**src/rtl/core/jst_pkg.sv**
```systemverilog
`timescale 1ns / 1ps
// ----------------------------------------------------------------------------
// jst_pkg
// Types, widths and action codes shared by the job slot table modules.
// ----------------------------------------------------------------------------
package jst_pkg;

	localparam int PID_W     = 31;
	localparam int JID_W     = 5;
	localparam int ST_W      = 2;
	localparam int ACT_W     = 3;
	localparam int DEPTH_DEF = 16;

	localparam logic [ACT_W-1:0] ACT_ADD = 3'd0;
	localparam logic [ACT_W-1:0] ACT_DEL = 3'd1;
	localparam logic [ACT_W-1:0] ACT_PID = 3'd2;
	localparam logic [ACT_W-1:0] ACT_JID = 3'd3;
	localparam logic [ACT_W-1:0] ACT_FG  = 3'd4;
	localparam logic [ACT_W-1:0] ACT_SET = 3'd5;

	localparam logic [ST_W-1:0] ST_FG = 2'd2;

	typedef struct packed {
		logic [PID_W-1:0] pid;
		logic [JID_W-1:0] jid;
		logic [ST_W-1:0]  st;
	} slot_t;

	typedef struct packed {
		logic take;
		logic bigger;
	} scan_t;

endpackage

```
**src/rtl/core/jst_slot_store.sv**
```systemverilog
`timescale 1ns / 1ps
// ----------------------------------------------------------------------------
// jst_slot_store
// Slot memory with one registered read port, one write port and a valid
// bit per slot; a slot that is not valid reads as free.
// ----------------------------------------------------------------------------
module jst_slot_store #(
	parameter int Depth = jst_pkg::DEPTH_DEF,
	parameter int AddrW = $clog2(Depth)
) (
	input  logic              clk,
	input  logic              arst_n,
	input  logic [AddrW-1:0]  rd_addr,
	output jst_pkg::slot_t    rd_data,
	input  logic              wr_en,
	input  logic [AddrW-1:0]  wr_addr,
	input  jst_pkg::slot_t    wr_data,
	input  logic              clr_en,
	input  logic [AddrW-1:0]  clr_addr
);
	import jst_pkg::*;

	slot_t             mem [Depth];
	slot_t             rd_raw_q;
	logic              rd_vld_q;
	logic [Depth-1:0]  valid_q;

	always_ff @(posedge clk) begin
		if (wr_en) begin
			mem[wr_addr] <= wr_data;
		end
		rd_raw_q <= mem[rd_addr];
	end

	always_ff @(posedge clk or negedge arst_n) begin
		if (!arst_n) begin
			valid_q  <= '0;
			rd_vld_q <= 1'b0;
		end else begin
			rd_vld_q <= valid_q[rd_addr];
			if (wr_en) begin
				valid_q[wr_addr] <= 1'b1;
			end
			if (clr_en) begin
				valid_q[clr_addr] <= 1'b0;
			end
		end
	end

	assign rd_data = rd_vld_q ? rd_raw_q : '0;

endmodule

```
**src/rtl/core/jst_match_unit.sv**
```systemverilog
`timescale 1ns / 1ps
// ----------------------------------------------------------------------------
// jst_match_unit
// Compare unit applied to one slot per cycle: decides whether the slot is
// the first target of the action and whether its job id raises the maximum.
// ----------------------------------------------------------------------------
module jst_match_unit (
	input  logic [jst_pkg::ACT_W-1:0]  action,
	input  logic [jst_pkg::PID_W-1:0]  arg_pid,
	input  logic [jst_pkg::JID_W-1:0]  arg_jid,
	input  jst_pkg::slot_t             entry,
	input  logic                       found,
	input  logic [jst_pkg::JID_W-1:0]  max_jid,
	output jst_pkg::scan_t             res
);
	import jst_pkg::*;

	logic match;
	logic busy_slot;

	assign busy_slot = (entry.pid != '0);

	always_comb begin
		case (action)
			ACT_ADD: begin
				match = !busy_slot && (arg_pid != '0);
			end
			ACT_DEL, ACT_PID, ACT_SET: begin
				match = (arg_pid != '0) && (entry.pid == arg_pid);
			end
			ACT_JID: begin
				match = (arg_jid != '0) && busy_slot && (entry.jid == arg_jid);
			end
			ACT_FG: begin
				match = busy_slot && (entry.st == ST_FG);
			end
			default: begin
				match = 1'b0;
			end
		endcase
	end

	assign res.take   = match && !found;
	assign res.bigger = !res.take && (entry.jid > max_jid);

endmodule

```
**src/rtl/core/job_slot_table.sv**
```systemverilog
`timescale 1ns / 1ps
// ----------------------------------------------------------------------------
// job_slot_table
// Table of job slots holding process id, job id and run state per slot.
// ----------------------------------------------------------------------------
// The input channel (in_valid, in_ready) carries one action per transfer:
// add, delete, lookup by process id, lookup by job id, foreground query or
// set state. Every accepted action gives exactly one result transfer on the
// output channel (out_valid, out_ready) with ok, out_pid, out_jid, out_state.
// The sequencer reads the slot memory one slot per cycle through its single
// read port and feeds each slot to one compare unit. A scan stops at the
// first target, except for delete, which reads every slot to find the
// largest job id left. The next action is taken only once the result of the
// last one is registered, so the table works on one action at a time.
// Reset empties every slot at once through per-slot valid bits and sets the
// next job id to one. A result waiting for out_ready does not block the
// next input transfer; a second result waits in the sequencer until the
// output register is free.
// ----------------------------------------------------------------------------
module job_slot_table #(
	parameter int Depth = jst_pkg::DEPTH_DEF
) (
	input  logic                       clk,
	input  logic                       arst_n,
	input  logic                       in_valid,
	output logic                       in_ready,
	input  logic [jst_pkg::ACT_W-1:0]  action,
	input  logic [jst_pkg::PID_W-1:0]  pid,
	input  logic [jst_pkg::JID_W-1:0]  jid,
	input  logic [jst_pkg::ST_W-1:0]   run_state,
	output logic                       out_valid,
	input  logic                       out_ready,
	output logic                       ok,
	output logic [jst_pkg::PID_W-1:0]  out_pid,
	output logic [jst_pkg::JID_W-1:0]  out_jid,
	output logic [jst_pkg::ST_W-1:0]   out_state
);
	import jst_pkg::*;

	localparam int AddrW = $clog2(Depth);
	localparam int CntW  = $clog2(Depth + 1);

	typedef enum logic [2:0] {
		S_IDLE = 3'b001,
		S_SCAN = 3'b010,
		S_FIN  = 3'b100
	} state_t;

	state_t              state_q;
	logic [ACT_W-1:0]    act_q;
	logic [PID_W-1:0]    pid_q;
	logic [JID_W-1:0]    jid_q;
	logic [ST_W-1:0]     st_q;
	logic [CntW-1:0]     cnt_q;
	logic                chk_vld_s1;
	logic [AddrW-1:0]    chk_idx_s1;
	logic                hit_q;
	logic [AddrW-1:0]    hit_idx_q;
	slot_t               hit_data_q;
	logic [JID_W-1:0]    max_q;
	logic [JID_W-1:0]    next_q;
	logic                out_valid_q;
	logic                ok_q;
	slot_t               res_q;

	slot_t               rd_data;
	scan_t               scan;
	logic                cnt_live;
	logic                scan_done;
	logic                out_free;
	logic                fin_go;
	logic                wr_en;
	logic                clr_en;
	slot_t               wr_data;
	slot_t               res_d;
	logic [JID_W-1:0]    nxt_inc;
	logic [JID_W-1:0]    add_next;

	jst_slot_store #(
		.Depth (Depth),
		.AddrW (AddrW)
	) u_store (
		.clk      (clk),
		.arst_n   (arst_n),
		.rd_addr  (cnt_q[AddrW-1:0]),
		.rd_data  (rd_data),
		.wr_en    (wr_en),
		.wr_addr  (hit_idx_q),
		.wr_data  (wr_data),
		.clr_en   (clr_en),
		.clr_addr (hit_idx_q)
	);

	jst_match_unit u_match (
		.action  (act_q),
		.arg_pid (pid_q),
		.arg_jid (jid_q),
		.entry   (rd_data),
		.found   (hit_q),
		.max_jid (max_q),
		.res     (scan)
	);

	assign cnt_live  = (cnt_q < CntW'(Depth));
	assign scan_done = chk_vld_s1 && ((scan.take && (act_q != ACT_DEL)) ||
		(chk_idx_s1 == AddrW'(Depth - 1)));
	assign out_free  = !out_valid_q || out_ready;
	assign fin_go    = (state_q == S_FIN) && out_free;
	assign in_ready  = (state_q == S_IDLE);

	assign nxt_inc  = next_q + JID_W'(1);
	assign add_next = (int'(nxt_inc) > Depth) ? JID_W'(1) : nxt_inc;

	always_comb begin
		res_d = hit_data_q;
		if (act_q == ACT_ADD) begin
			res_d = '{pid: pid_q, jid: next_q, st: st_q};
		end else if (act_q == ACT_SET) begin
			res_d.st = st_q;
		end
		if (!hit_q) begin
			res_d = '0;
		end
	end

	assign wr_data = res_d;
	assign wr_en   = fin_go && hit_q && ((act_q == ACT_ADD) || (act_q == ACT_SET));
	assign clr_en  = fin_go && hit_q && (act_q == ACT_DEL);

	always_ff @(posedge clk or negedge arst_n) begin
		if (!arst_n) begin
			state_q     <= S_IDLE;
			cnt_q       <= '0;
			chk_vld_s1  <= 1'b0;
			hit_q       <= 1'b0;
			max_q       <= '0;
			next_q      <= JID_W'(1);
			out_valid_q <= 1'b0;
		end else begin
			chk_vld_s1 <= (state_q == S_SCAN) && cnt_live;
			if (fin_go) begin
				out_valid_q <= 1'b1;
			end else if (out_valid_q && out_ready) begin
				out_valid_q <= 1'b0;
			end
			case (state_q)
				S_IDLE: begin
					if (in_valid) begin
						state_q <= S_SCAN;
						cnt_q   <= '0;
						hit_q   <= 1'b0;
						max_q   <= '0;
					end
				end
				S_SCAN: begin
					if (cnt_live) begin
						cnt_q <= cnt_q + CntW'(1);
					end
					if (chk_vld_s1 && scan.take) begin
						hit_q <= 1'b1;
					end
					if (chk_vld_s1 && scan.bigger) begin
						max_q <= rd_data.jid;
					end
					if (scan_done) begin
						state_q <= S_FIN;
					end
				end
				S_FIN: begin
					if (out_free) begin
						state_q <= S_IDLE;
						if (hit_q && (act_q == ACT_ADD)) begin
							next_q <= add_next;
						end else if (hit_q && (act_q == ACT_DEL)) begin
							next_q <= max_q + JID_W'(1);
						end
					end
				end
				default: begin
					state_q <= S_IDLE;
				end
			endcase
		end
	end

	always_ff @(posedge clk) begin
		if (in_ready && in_valid) begin
			act_q <= action;
			pid_q <= pid;
			jid_q <= jid;
			st_q  <= run_state;
		end
		chk_idx_s1 <= cnt_q[AddrW-1:0];
		if ((state_q == S_SCAN) && chk_vld_s1 && scan.take) begin
			hit_idx_q  <= chk_idx_s1;
			hit_data_q <= rd_data;
		end
		if (fin_go) begin
			ok_q  <= hit_q;
			res_q <= res_d;
		end
	end

	assign out_valid = out_valid_q;
	assign ok        = ok_q;
	assign out_pid   = res_q.pid;
	assign out_jid   = res_q.jid;
	assign out_state = res_q.st;

endmodule

```
**config.mk**
```make
export PLATFORM = sky130hd
export DESIGN_NAME = job_slot_table
export DESIGN_NICKNAME = d
export VERILOG_FILES = /design/src/rtl/core/jst_pkg.sv /design/src/rtl/core/jst_slot_store.sv /design/src/rtl/core/jst_match_unit.sv /design/src/rtl/core/job_slot_table.sv
export SDC_FILE = /design/constraint.sdc
export NUM_CORES = 1
export LEC_CHECK = 0
export BUFFER_PORTS_ARGS = -buffer_cell sky130_fd_sc_hd__clkbuf_2
export CORE_MARGIN = 5
export CORE_UTILIZATION = 35
export CTS_CLUSTER_SIZE = 12
export DETAILED_ROUTE_END_ITERATION = 10
export PLACE_DENSITY_LB_ADDON = 0.1
export SLEW_MARGIN = 20
export SYNTH_ARGS = -nofsm -noshare
export SYNTH_HDL_FRONTEND = slang
export SYNTH_SLANG_ARGS = --single-unit
```
**constraint.sdc**
```tcl
create_clock -name clk -period 5 [get_ports clk]
set_input_delay 0.5 -clock clk [delete_from_list [all_inputs] [get_ports clk]]
set_output_delay 0.5 -clock clk [all_outputs]
set_load 0.02 [all_outputs]
```
==> results of run 1 <==
## worst paths after layout
path                                       end  slack (ps)  cells after the start
worst max-delay path            hit_data_q[19]        1690                      6
worst min-delay path                  cnt_q[0]          20                      1
worst max register to register  hit_data_q[19]        1690                      6
worst min register to register    hit_idx_q[0]         430                      0
max in group asynchronous             cnt_q[3]        4280                      1
min in group clk                     pid_q[24]          50                      1
## cell type report
cell class,instances,area share
Timing Repair Buffer,138,0.0288
Clock inverter,39,0.00975
Sequential cell,810,0.651
Multi-Input combinational cell,617,0.197
Clock buffer,128,0.0703
Inverter,30,0.00312
Tap cell,1165,0.0400
## report_power, final
part	internal [uW]	leakage (uW)	switching, uW
Combinational	568	0.00274	668
Clock	3830	0.00141	2660
Sequential	7430	0.00909	238
## stage by stage
| step | hold WS (ps) | cells | power [uW] |
|---|---|---|---|
| after floorplan | 204 | 1527 | 8590 |
| after global placement | 409 | 2758 | 9080 |
| after CTS | 2.69 | 2927 | 15600 |
| after detailed placement | 411 | 2760 | 9090 |
| after global routing | 15.2 | 2927 | 16000 |
| final | 18.6 | 2927 | 15400 |
## layer usage
metal,wire length (microns),vias up,global-route usage
met3,3230,116,0.0261
met4,1700,2,0.0415
li1,-,6567,-
met1,36400,8116,0.242
met5,13,-,0
met2,37100,375,0.261
## critical path, cell delays in order, from the launching register on
cell                        delay [ps]
sky130_fd_sc_hd__edfxtp_1          440
sky130_fd_sc_hd__a22o_1            250
sky130_fd_sc_hd__a221o_1           260
sky130_fd_sc_hd__a2111oi_0         670
sky130_fd_sc_hd__nand4_1           240
sky130_fd_sc_hd__o31ai_4           350
sky130_fd_sc_hd__and3_4            690
## logic make-up (layout without fill, tap and decap cells)
| family | Yosys count | count (layout) |
|---|---|---|
| compound gates | 126 | 126 |
| fa+ha+maj | 8 | 8 |
| buf+inv | 100 | 335 |
| flops | 810 | 810 |
| xor+xnor | 17 | 17 |
| mux | 203 | 203 |
| simple gates | 263 | 263 |
## flip-flops by register name, summed over array words and instances, names as in the netlist, 16 cells and up
signal and flops:
hit_data_q 38, out_pid 31, pid_q 31, u_store.mem 608
u_store.rd_raw_q 38, u_store.valid_q 16
## layout by cell type, fill, tap and decap left out, drive strengths merged, types with 4 or more instances in the layout
master	instances
edfxtp	730
clkbuf	212
mux4	195
nand2	104
buf	54
dfxtp	42
and2	36
dfrtp	36
nor2	36
a21boi	36
inv	33
clkinv	27
o21ai	19
nor3	17
a21oi	16
a2bb2oi	15
nand3	14
nor4	14
nor2b	11
xor2	9
xnor2	8
ha	8
mux2i	7
o22ai	7
nand4	6
a22oi	6
nand2b	5
bufinv	5
and3	5
nor3b	4
nand3b	4
clkinvlp	4
==> summary.log, run 1 <==
qor: logic_synthesis.yosys-top-cells-count sky130_fd_sc_hd__edfxtp_1 (730), sky130_fd_sc_hd__mux4_2 (195), sky130_fd_sc_hd__nand2_1 (104)
qor: cells_and_area.fin_area 36400 sq um
qor: logic_synthesis.area_fraction_of_the_dominant_cell_type_after_synthesis 0.706
qor: logic_synthesis.synthMostInstantiatedCell sky130_fd_sc_hd__edfxtp_1
qor: grt.first_global_vias 15700
qor: hold_path.hold_class in -> async
qor: sta.max_slew.worst_pin.slew 1120 ps
qor: cells_and_area.final-seq-area 23700 sq um
qor: logic_synthesis.syn-num-nets 1580
qor: routing.postRouteWirelength 78500 microns
qor: clocking.clock-root-buffer sky130_fd_sc_hd__clkbuf_16
qor: pwr.ir_worst_vdd 0.000278 V
qor: logic_synthesis.xor_xnor_cell_area_share_of_the_yosys_netlist 0.00480
qor: sta.final_hold_violating_endpoints 0
qor: clocking.tritoncts_clock_tree done
qor: worst_setup_path.worstReg2RegStart pid_q[17]
qor: clocking.cts.sink_count 810
qor: worst_setup_path.critical_path_class reg -> reg
qor: logic_synthesis.synth.mux.area_fraction 0.144
qor: die.die_x 308 microns
qor: sta.unrepaired_setup_endpoints_after_global_routing no
qor: die.fp.dieArea 94700 sq um
qor: clocking.post_cts_hold_buffer_count 0
qor: placed_design.detailed_place.area 33500 sq um
qor: die.floorplan.initialDensity 0.352
qor: placed_design.gp_congestion 0.857
qor: grt.track_usage 0.165
qor: logic_synthesis.yosys_warnings 0
qor: grt.grt_pass1_wl 113000 microns
qor: worst_setup_path.crit_start pid_q[17]
qor: clocking.clk_pin_slew_worst_setup_hold_paths 60 ps
qor: logic_synthesis.library_cell_with_the_largest_summed_area_after_synthesis sky130_fd_sc_hd__edfxtp_1
qor: cells_and_area.multi_input_gate_area 7170 sq um
qor: pwr.p_per_area 422 nW/um^2
qor: die.die_ht 308 microns
qor: job.cap_viol_max_count 0
qor: clocking.post-cts-setup-buffers 0
qor: logic_synthesis.synth_top_area_cells sky130_fd_sc_hd__edfxtp_1 (71%), sky130_fd_sc_hd__mux4_2 (14%), sky130_fd_sc_hd__dfrtp_1 (2.9%)
qor: sta.max_freq 302 MHz
qor: logic_synthesis.synth-edff-count 730
qor: placed_design.hpwl 47600 microns
qor: logic_synthesis.ys.flop_type sky130_fd_sc_hd__edfxtp_1
qor: logic_synthesis.synthSimpleGateAreaFrac 0.0419
qor: routing.post-route-drc-count 0
qor: worst_setup_path.required 5270 ps
qor: sta.slew-limit-headroom 0.254
qor: routing.routed-via-count 15200
qor: logic_synthesis.post_synth_inst_count 1527
qor: logic_synthesis.cell_area_after_technology_mapping 31000 sq um
qor: routing.ant_nets 0
qor: cells_and_area.insertedDiodeCount 0
qor: pwr.leakagePower 0.0132 uW
qor: sta.clock_skew 21.3 ps
qor: routing.post_drt_via_cell_ratio 5.18
qor: logic_synthesis.postSynthAreaPerCell 20.3 sq um
qor: logic_synthesis.compound_gate_portion_of_the_synthesized_area 0.0294
qor: cells_and_area.num-fill-cells 7779
qor: logic_synthesis.async_flop_share 0.0469
qor: run_status.status complete, no violations
qor: logic_synthesis.synth_top_family_by_area multiplexers
qor: routing.drt_iter0_markers 1140
qor: grt.grt.overflow.total 0
qor: logic_synthesis.synth_cell_type_count 61
qor: grt.grt_antenna_before_repair 8
qor: clocking.insertion_delay 640 ps
qor: cells_and_area.layout.nets 1741
qor: die.floorplan.rows 109
qor: sta.timing_max_transition_violations_final 0
qor: sta.fin_crit_sh 0.661
qor: routing.drt_first_pass_iters 5
qor: worst_setup_path.critical_path.startpoint_type register
qor: clocking.max-clock-path-buffers 3
qor: sta.setup_tns 0 ps
qor: clocking.cts_resized 0
qor: grt.maximum_number_of_pins_on_one_net_before_global_route_repair 74
qor: cells_and_area.drive_gt1_frac 0.295
qor: logic_synthesis.number_of_synthesized_register_bits 810
qor: die.fp.coreArea 88200 sq um
qor: cells_and_area.final_core_util 0.413
qor: logic_synthesis.yosysSeqAreaShare 0.764
qor: worst_setup_path.worstPathMaxFanout 43
qor: routing.routedWlPerCell 26.8 microns
qor: sta.layout_setup_ws 1690 ps
qor: worst_setup_path.arrival 3570 ps
qor: worst_setup_path.worstSetupEndpointType register
qor: die.io_pins 86
qor: placed_design.placement.io_buffers 85
qor: clocking.tritoncts.num_buffers 91
qor: cells_and_area.syn_to_final_growth 17.4%
qor: placed_design.dp_slack 1410 ps
qor: sta.layout_min_cycle_time 3310 ps
qor: sta.report.final.setup_viol 0
qor: clocking.ctsHtreeMaxLevel 3
qor: logic_synthesis.synthAdderAreaFrac 0.00323
Power figures use the tool's default switching activity.
==> inputs of run 2 (changes only) <==
==> constraint.sdc (replaced) <==
create_clock -name clk -period 3.11 [get_ports clk]
set_input_delay 0.311 -clock clk [delete_from_list [all_inputs] [get_ports clk]]
set_output_delay 0.311 -clock clk [all_outputs]
set_load 0.02 [all_outputs]
==> summary.log, run 2 (synthesis results as in run 1) <==
qor: run_status.status complete, no violations
qor: routing.routedWlPerCell 27.1 microns
qor: worst_setup_path.max_stage_delay 540 ps
qor: grt.grt.met1_usage 0.252
qor: routing.post-route-drc-count 0
qor: grt.maximum_number_of_pins_on_one_net_before_global_route_repair 51
qor: pwr.seqPwrFrac 0.498
qor: sta.slew-limit-headroom 0.373
qor: cells_and_area.drive_gt1_frac 0.294
qor: cells_and_area.layout_common_cells sky130_fd_sc_hd__edfxtp_1 (730), sky130_fd_sc_hd__mux4_2 (195), sky130_fd_sc_hd__nand2_1 (104), sky130_fd_sc_hd__clkbuf_16 (91), sky130_fd_sc_hd__clkbuf_2 (84)
qor: grt.first_global_vias 16400
qor: pwr.p_per_area 659 nW/um^2
qor: hold_path.hold_class in -> async
qor: sta.max_slew.worst_pin.slew 941 ps
qor: clocking.clk_pin_slew_worst_setup_hold_paths 60 ps
qor: die.io_pins 86
qor: clocking.insertion_delay 650 ps
qor: routing.post_drt_via_cell_ratio 5.18
qor: pwr.switching_power 5740 uW
qor: pwr.p_sw_frac 0.233
qor: worst_setup_path.critical_path.startpoint_type register
qor: cells_and_area.finish.cell_count_without_fillers 3022
qor: routing.drt_first_pass_iters 5
qor: worst_setup_path.critical_path_class reg -> reg
qor: cells_and_area.layout.nets 1836
qor: sta.fin_worst_hold_slack 366 ps
qor: worst_setup_path.worstSetupEndpointType register
qor: cells_and_area.top_flop_regs u_store.mem (608), hit_data_q (38), u_store.rd_raw_q (38)
qor: placed_design.placement.io_buffers 85
qor: routing.routed-via-count 15600
qor: sta.unrepaired_setup_endpoints_after_global_routing no
qor: die.die_x 308 microns
qor: cells_and_area.largest_register_by_flop_count u_store.mem
qor: pwr.cell_internal_pwr 18900 uW
qor: grt.grt.overflow.total 0
qor: worst_setup_path.arrival 3350 ps
qor: placed_design.hpwl 47400 microns
qor: worst_setup_path.required 3430 ps
qor: worst_setup_path.timing.critical_path.slowest_stage_cell sky130_fd_sc_hd__or4_4
qor: routing.drt_iter0_markers 1257
qor: die.floorplan.rows 109
qor: placed_design.gp_congestion 0.837
qor: sta.timing_max_transition_violations_final 0
qor: grt.groute.layer.met3.usage 0.0281
qor: grt.met2_usage 0.275
qor: sta.fin_crit_sh 0.973
qor: worst_setup_path.worst_path_dominant_cell_family simple AND/OR/NAND/NOR gates
qor: worst_setup_path.cp_num_buf_inv 1
qor: clocking.cts.sink_count 810
qor: routing.ant_nets 0
qor: clocking.tritoncts_clock_tree done
qor: sta.layout_min_cycle_time 3030 ps
qor: die.fp.coreArea 88200 sq um
qor: routing.postRouteWirelength 81900 microns
qor: cells_and_area.syn_to_final_growth 20.6%
qor: grt.grt.busiest_layer met2
qor: pwr.clock_power_share 0.411
qor: worst_setup_path.crit_chain nor4_1 -> nand3_1 -> nor2_1 -> a31oi_1 -> or4_4 -> o31ai_4 -> and3_2 -> buf_12
qor: sta.final_hold_violating_endpoints 0
qor: sta.max_freq 330 MHz
qor: clocking.post-cts-setup-buffers 0
qor: sta.clock_skew 19.6 ps
qor: pwr.pwr-share-comb 0.091
qor: die.floorplan.initialDensity 0.352
qor: cells_and_area.largest_register_ff_count 608
qor: placed_design.placed_cells_incl_taps 2812
qor: job.cap_viol_max_count 0
qor: pwr.ir_worst_vdd 0.000452 V
qor: sta.report.final.setup_viol 0
qor: pwr.leakagePower 0.0137 uW
qor: clocking.tritoncts.num_buffers 90
qor: clocking.clock-root-buffer sky130_fd_sc_hd__clkbuf_16
qor: clocking.ctsHtreeMaxLevel 3
qor: grt.grt_antenna_before_repair 3
qor: sta.setup_tns 0 ps
qor: grt.track_usage 0.173
qor: die.die_ht 308 microns
qor: worst_setup_path.worstPathMaxFanout 32
qor: clocking.max-clock-path-buffers 3
qor: grt.grt_pass1_wl 119000 microns
qor: die.fp.dieArea 94700 sq um
qor: cells_and_area.mostFrequentLayoutCell sky130_fd_sc_hd__edfxtp_1
[run 2: cell count changes in the layout (fill, tap and decap cells not counted), moves of 3 or more]
cell | before | now
sky130_fd_sc_hd__dlygate4sd3_1 | 0 | 44
sky130_fd_sc_hd__a21boi_1 | 9 | 26
sky130_fd_sc_hd__buf_12 | 15 | 46
sky130_fd_sc_hd__clkbuf_1 | 26 | 31
sky130_fd_sc_hd__a21boi_2 | 21 | 2
sky130_fd_sc_hd__clkbuf_16 | 94 | 91
sky130_fd_sc_hd__buf_4 | 36 | 59
[run 2: cell type report]
type / instances / area, sq um
tap: 1165 / 1460
clock buffer: 129 / 2490
antenna: 1 / 2.50
timing repair buffer: 234 / 2230
multi-input combinational: 617 / 7100
fill: 7702 / 50800
clock inverter: 36 / 309
inverter: 30 / 113
sequential: 810 / 23700
[run 2: final timing paths]
kind                                    start              to  slack [ps]  cells past startpoint
worst min-delay path                   arst_n       out_valid         370                      2
min in group clk                    action[0]        act_q[0]         400                      2
worst min register to register  chk_idx_s1[0]    hit_idx_q[0]         430                      0
worst max-delay path                pid_q[15]  hit_data_q[31]          80                      8
max in group asynchronous              arst_n        cnt_q[0]        2060                      2
worst max register to register      pid_q[15]  hit_data_q[31]          80                      8
[run 2: worst register-to-register path, cell delays in order (launching register included)]
cell and delay (ps):
sky130_fd_sc_hd__edfxtp_1 450, sky130_fd_sc_hd__nor4_1 380, sky130_fd_sc_hd__nand3_1 170, sky130_fd_sc_hd__nor2_1 110
sky130_fd_sc_hd__a31oi_1 60, sky130_fd_sc_hd__or4_4 540, sky130_fd_sc_hd__o31ai_4 430, sky130_fd_sc_hd__and3_2 310
sky130_fd_sc_hd__buf_12 230
[run 2: through the flow]
step / worst slack (ps) / power (uW) / utilization / area (sq um)
floorplan: 88.4 / 13800 / - / 31100
global placement: 206 / 14800 / 0.387 / 34200
detailed placement: 186 / 14800 / 0.387 / 34200
CTS: 153 / 25000 / 0.424 / 37400
global route: 12.2 / 25600 / 0.424 / 37400
finish: 83.3 / 24700 / 0.424 / 37400
[run 2: metal layers]
layer  up-vias  part of all wire
li1       6759                 -
met1      8402              0.46
met2       382              0.48
met3       103             0.044
met4         0             0.020
met5         -                 0
[run 2: what timing repair did]
item | CTS | global route
hold endpoints to repair | 79 | 0
hold buffers | 44 | 0
gates resized for setup | 0 | 1
endpoints found under the setup margin | 0 | 30
[run 2: power by group through the flow]
stage / clock [uW] / sequential [uW] / combinational (uW)
final: 10100 / 12300 / 2250
after global routing: 10900 / 12300 / 2440
after CTS: 10400 / 12300 / 2320
after detailed placement: 0 / 12500 / 2270
after global placement: 0 / 12500 / 2280
after floorplan: 0 / 12300 / 1550
==> inputs of run 3 (changes only) <==
--- a/config.mk
+++ b/config.mk
@@ -5,7 +5,7 @@
 export SDC_FILE = /design/constraint.sdc
 export NUM_CORES = 1
 export LEC_CHECK = 0
-export BUFFER_PORTS_ARGS = -buffer_cell sky130_fd_sc_hd__clkbuf_2
+export BUFFER_PORTS_ARGS = -buffer_cell sky130_fd_sc_hd__buf_4
 export CORE_MARGIN = 5
 export CORE_UTILIZATION = 35
 export CTS_CLUSTER_SIZE = 12
@@ -14,4 +14,5 @@
 export SLEW_MARGIN = 20
 export SYNTH_ARGS = -nofsm -noshare
 export SYNTH_HDL_FRONTEND = slang
+export SYNTH_HIERARCHICAL = 1
 export SYNTH_SLANG_ARGS = --single-unit
==> summary.log, run 3 <==
qor: routing.postRouteWirelength 84300 microns
qor: placed_design.placed_cells_incl_taps 2733
qor: logic_synthesis.xor_xnor_cell_area_share_of_the_yosys_netlist 0.0120
qor: hold_path.hold_class in -> async
qor: logic_synthesis.synth-edff-count 730
qor: grt.grt_antenna_before_repair 4
qor: logic_synthesis.synthAdderAreaFrac 0.00327
qor: routing.routed-via-count 15500
qor: die.floorplan.rows 108
qor: sta.report.final.setup_viol 0
qor: cells_and_area.syn_to_final_growth 20.3%
qor: logic_synthesis.postSynthAreaPerCell 20.8 sq um
qor: cells_and_area.largest_register_by_flop_count u_store/mem
qor: logic_synthesis.cell_area_after_technology_mapping 30600 sq um
qor: logic_synthesis.yosys-top-cells-count sky130_fd_sc_hd__edfxtp_1 (730), sky130_fd_sc_hd__mux4_2 (156), sky130_fd_sc_hd__a22oi_1 (80)
qor: placed_design.hpwl 48800 microns
qor: sta.clock_skew 28.4 ps
qor: logic_synthesis.synth_top_family_by_area multiplexers
qor: routing.routedWlPerCell 28.7 microns
qor: run_status.status complete, no violations
qor: placed_design.placement.io_buffers 85
qor: sta.slew-limit-headroom 0.366
qor: cells_and_area.largest_register_ff_count 608
qor: logic_synthesis.async_flop_share 0.0469
qor: grt.maximum_number_of_pins_on_one_net_before_global_route_repair 55
qor: sta.unrepaired_setup_endpoints_after_global_routing no
qor: logic_synthesis.synth_top_area_cells sky130_fd_sc_hd__edfxtp_1 (72%), sky130_fd_sc_hd__mux4_2 (11%), sky130_fd_sc_hd__dfrtp_1 (2.9%)
qor: clocking.tritoncts.num_buffers 88
qor: die.fp.dieArea 93500 sq um
qor: placed_design.dp_slack 240 ps
qor: grt.track_usage 0.179
qor: worst_setup_path.worstSetupEndpointType register
qor: clocking.clock-root-buffer sky130_fd_sc_hd__clkbuf_16
qor: logic_synthesis.compound_gate_portion_of_the_synthesized_area 0.0432
qor: pwr.p_per_area 689 nW/um^2
qor: worst_setup_path.critical_path_class reg -> reg
qor: grt.first_global_vias 16400
qor: cells_and_area.top_flop_regs u_store/mem (608), hit_data_q (38), u_store/rd_raw_q (38)
qor: routing.post-route-drc-count 0
qor: logic_synthesis.synthMostInstantiatedCell sky130_fd_sc_hd__edfxtp_1
qor: sta.max_slew.worst_pin.slew 948 ps
qor: worst_setup_path.worstPathMaxFanout 38
qor: clocking.max-clock-path-buffers 3
qor: cells_and_area.mostFrequentLayoutCell sky130_fd_sc_hd__edfxtp_1
qor: routing.drt_iter0_markers 1171
qor: logic_synthesis.yosysSeqAreaShare 0.774
qor: clocking.post-cts-setup-buffers 0
qor: cells_and_area.layout.nets 1765
qor: pwr.leakagePower 0.0103 uW
qor: logic_synthesis.number_of_synthesized_register_bits 810
qor: logic_synthesis.synthSimpleGateAreaFrac 0.0381
qor: cells_and_area.insertedDiodeCount 0
qor: placed_design.gp_congestion 0.765
qor: die.die_x 306 microns
qor: logic_synthesis.yosys_warnings 6
qor: clocking.cts.sink_count 810
qor: logic_synthesis.synth.mux.area_fraction 0.116
qor: pwr.ir_worst_vdd 0.000370 V
qor: die.io_pins 86
qor: worst_setup_path.arrival 3310 ps
qor: sta.layout_setup_ws 300 ps
qor: worst_setup_path.required 3610 ps
qor: clocking.insertion_delay 630 ps
qor: logic_synthesis.library_cell_with_the_largest_summed_area_after_synthesis sky130_fd_sc_hd__edfxtp_1
qor: logic_synthesis.ys.flop_type sky130_fd_sc_hd__edfxtp_1
qor: die.die_ht 306 microns
qor: sta.layout_min_cycle_time 2810 ps
qor: logic_synthesis.post_synth_inst_count 1475
qor: logic_synthesis.synth_cell_type_count 59
qor: sta.fin_crit_sh 0.904
qor: clocking.clk_pin_slew_worst_setup_hold_paths 60 ps
qor: die.floorplan.initialDensity 0.353
qor: sta.timing_max_transition_violations_final 0
qor: worst_setup_path.critical_path.startpoint_type register
qor: sta.final_hold_violating_endpoints 0
qor: routing.drt_first_pass_iters 5
qor: logic_synthesis.area_fraction_of_the_dominant_cell_type_after_synthesis 0.716
qor: die.fp.coreArea 86800 sq um
qor: cells_and_area.finish.cell_count_without_fillers 2939
qor: clocking.ctsHtreeMaxLevel 3
qor: logic_synthesis.syn-num-nets 1528
qor: cells_and_area.drive_gt1_frac 0.275
qor: cells_and_area.layout_common_cells sky130_fd_sc_hd__edfxtp_1 (730), sky130_fd_sc_hd__mux4_2 (156), sky130_fd_sc_hd__buf_4 (134), sky130_fd_sc_hd__clkbuf_16 (92), sky130_fd_sc_hd__a22oi_1 (80)
qor: grt.grt_pass1_wl 121000 microns
qor: job.cap_viol_max_count 0
qor: grt.grt.overflow.total 0
qor: sta.max_freq 356 MHz
qor: cells_and_area.num-fill-cells 7648
qor: routing.ant_nets 0
qor: clocking.tritoncts_clock_tree done
qor: routing.post_drt_via_cell_ratio 5.29
[run 3: changes by cell type in the layout (fill, tap and decap cells not counted), moves of 34 or more]
cell                       previous run  this run
sky130_fd_sc_hd__mux4_2             195       156
sky130_fd_sc_hd__buf_4               59       134
sky130_fd_sc_hd__a22o_1               2        36
sky130_fd_sc_hd__nand2_1            104        56
sky130_fd_sc_hd__a22oi_1              6        80
sky130_fd_sc_hd__clkbuf_2            84         0
[run 3: final timing paths]
check | start | end | slack (ps) | cells after the start
worst max-delay path | u_store/rd_vld_q | max_q[4] | 300 | 11
worst min register to register | chk_idx_s1[1] | hit_idx_q[1] | 420 | 0
max in group asynchronous | arst_n | cnt_q[0] | 2450 | 2
worst min-delay path | arst_n | u_store/valid_q[13] | 220 | 2
min in group clk | pid[18] | pid_q[18] | 410 | 2
worst max register to register | u_store/rd_vld_q | max_q[4] | 300 | 11
[run 3: what timing repair did]
item	in CTS	in global routing
endpoints found under the hold margin	79	0
resized for setup	0	1
hold buffers	44	0
endpoints found under the setup margin	0	4
[run 3: layer usage]
| metal | wire length (microns) | vias up | global-route usage |
|---|---|---|---|
| met5 | 0 | - | 0 |
| met4 | 1250 | 0 | 0.0374 |
| met3 | 3930 | 97 | 0.0264 |
| met2 | 40800 | 409 | 0.291 |
| met1 | 38300 | 8441 | 0.259 |
| li1 | - | 6586 | - |
[run 3: critical path: stages, from the launching register on]
cell and delay [ps]:
sky130_fd_sc_hd__dfrtp_1 400, sky130_fd_sc_hd__buf_12 180, sky130_fd_sc_hd__and2_1 190, sky130_fd_sc_hd__nor4_1 470, sky130_fd_sc_hd__nand4_1 200, sky130_fd_sc_hd__o21ai_1 200, sky130_fd_sc_hd__o22ai_2 110, sky130_fd_sc_hd__nor3_2 180
sky130_fd_sc_hd__nand2_1 70, sky130_fd_sc_hd__a22oi_1 210, sky130_fd_sc_hd__o21ai_1 200, sky130_fd_sc_hd__a21bo_2 250
[run 3: cell families after synthesis]
group                    after synthesis
adder cells (fa/ha/maj)                8
multiplexers                         161
buffers and inverters                 78
AO/OA/AOI/OAI                        167
flip-flops                           810
XOR/XNOR                              42
AND/OR/NAND/NOR                      209
[run 3: power by group]
group / total (uW) / leakage, uW / internal [uW] / switching [uW]
sequential: 12400 / 0.00623 / 12100 / 342
combinational: 2830 / 0.00275 / 1260 / 1560
clock: 10100 / 0.00135 / 5970 / 4150
[run 3: area by class of cell]
type	count	area, sq um	share of cell area
clock inverters	34	327	0.00886
flip-flops and latches	810	23700	0.644
well taps	1155	1450	0.0392
inverters	12	48.8	0.00132
multi-input cells	587	6710	0.182
clock buffers	128	2460	0.0667
repair buffers	213	2150	0.0583
[run 3: per-stage QoR]
stage               area [sq um]   util  setup TNS, ps  total power, uW  hold slack (ps)
floorplan                  30800      -         -30970            14400             15.4
global placement           33600  0.388              0            15600              315
detailed placement         33600  0.388              0            15500              326
CTS                        36900  0.425              0            25800              222
global route               36900  0.425              0            26400              284
finish                     36900  0.425              0            25400              225
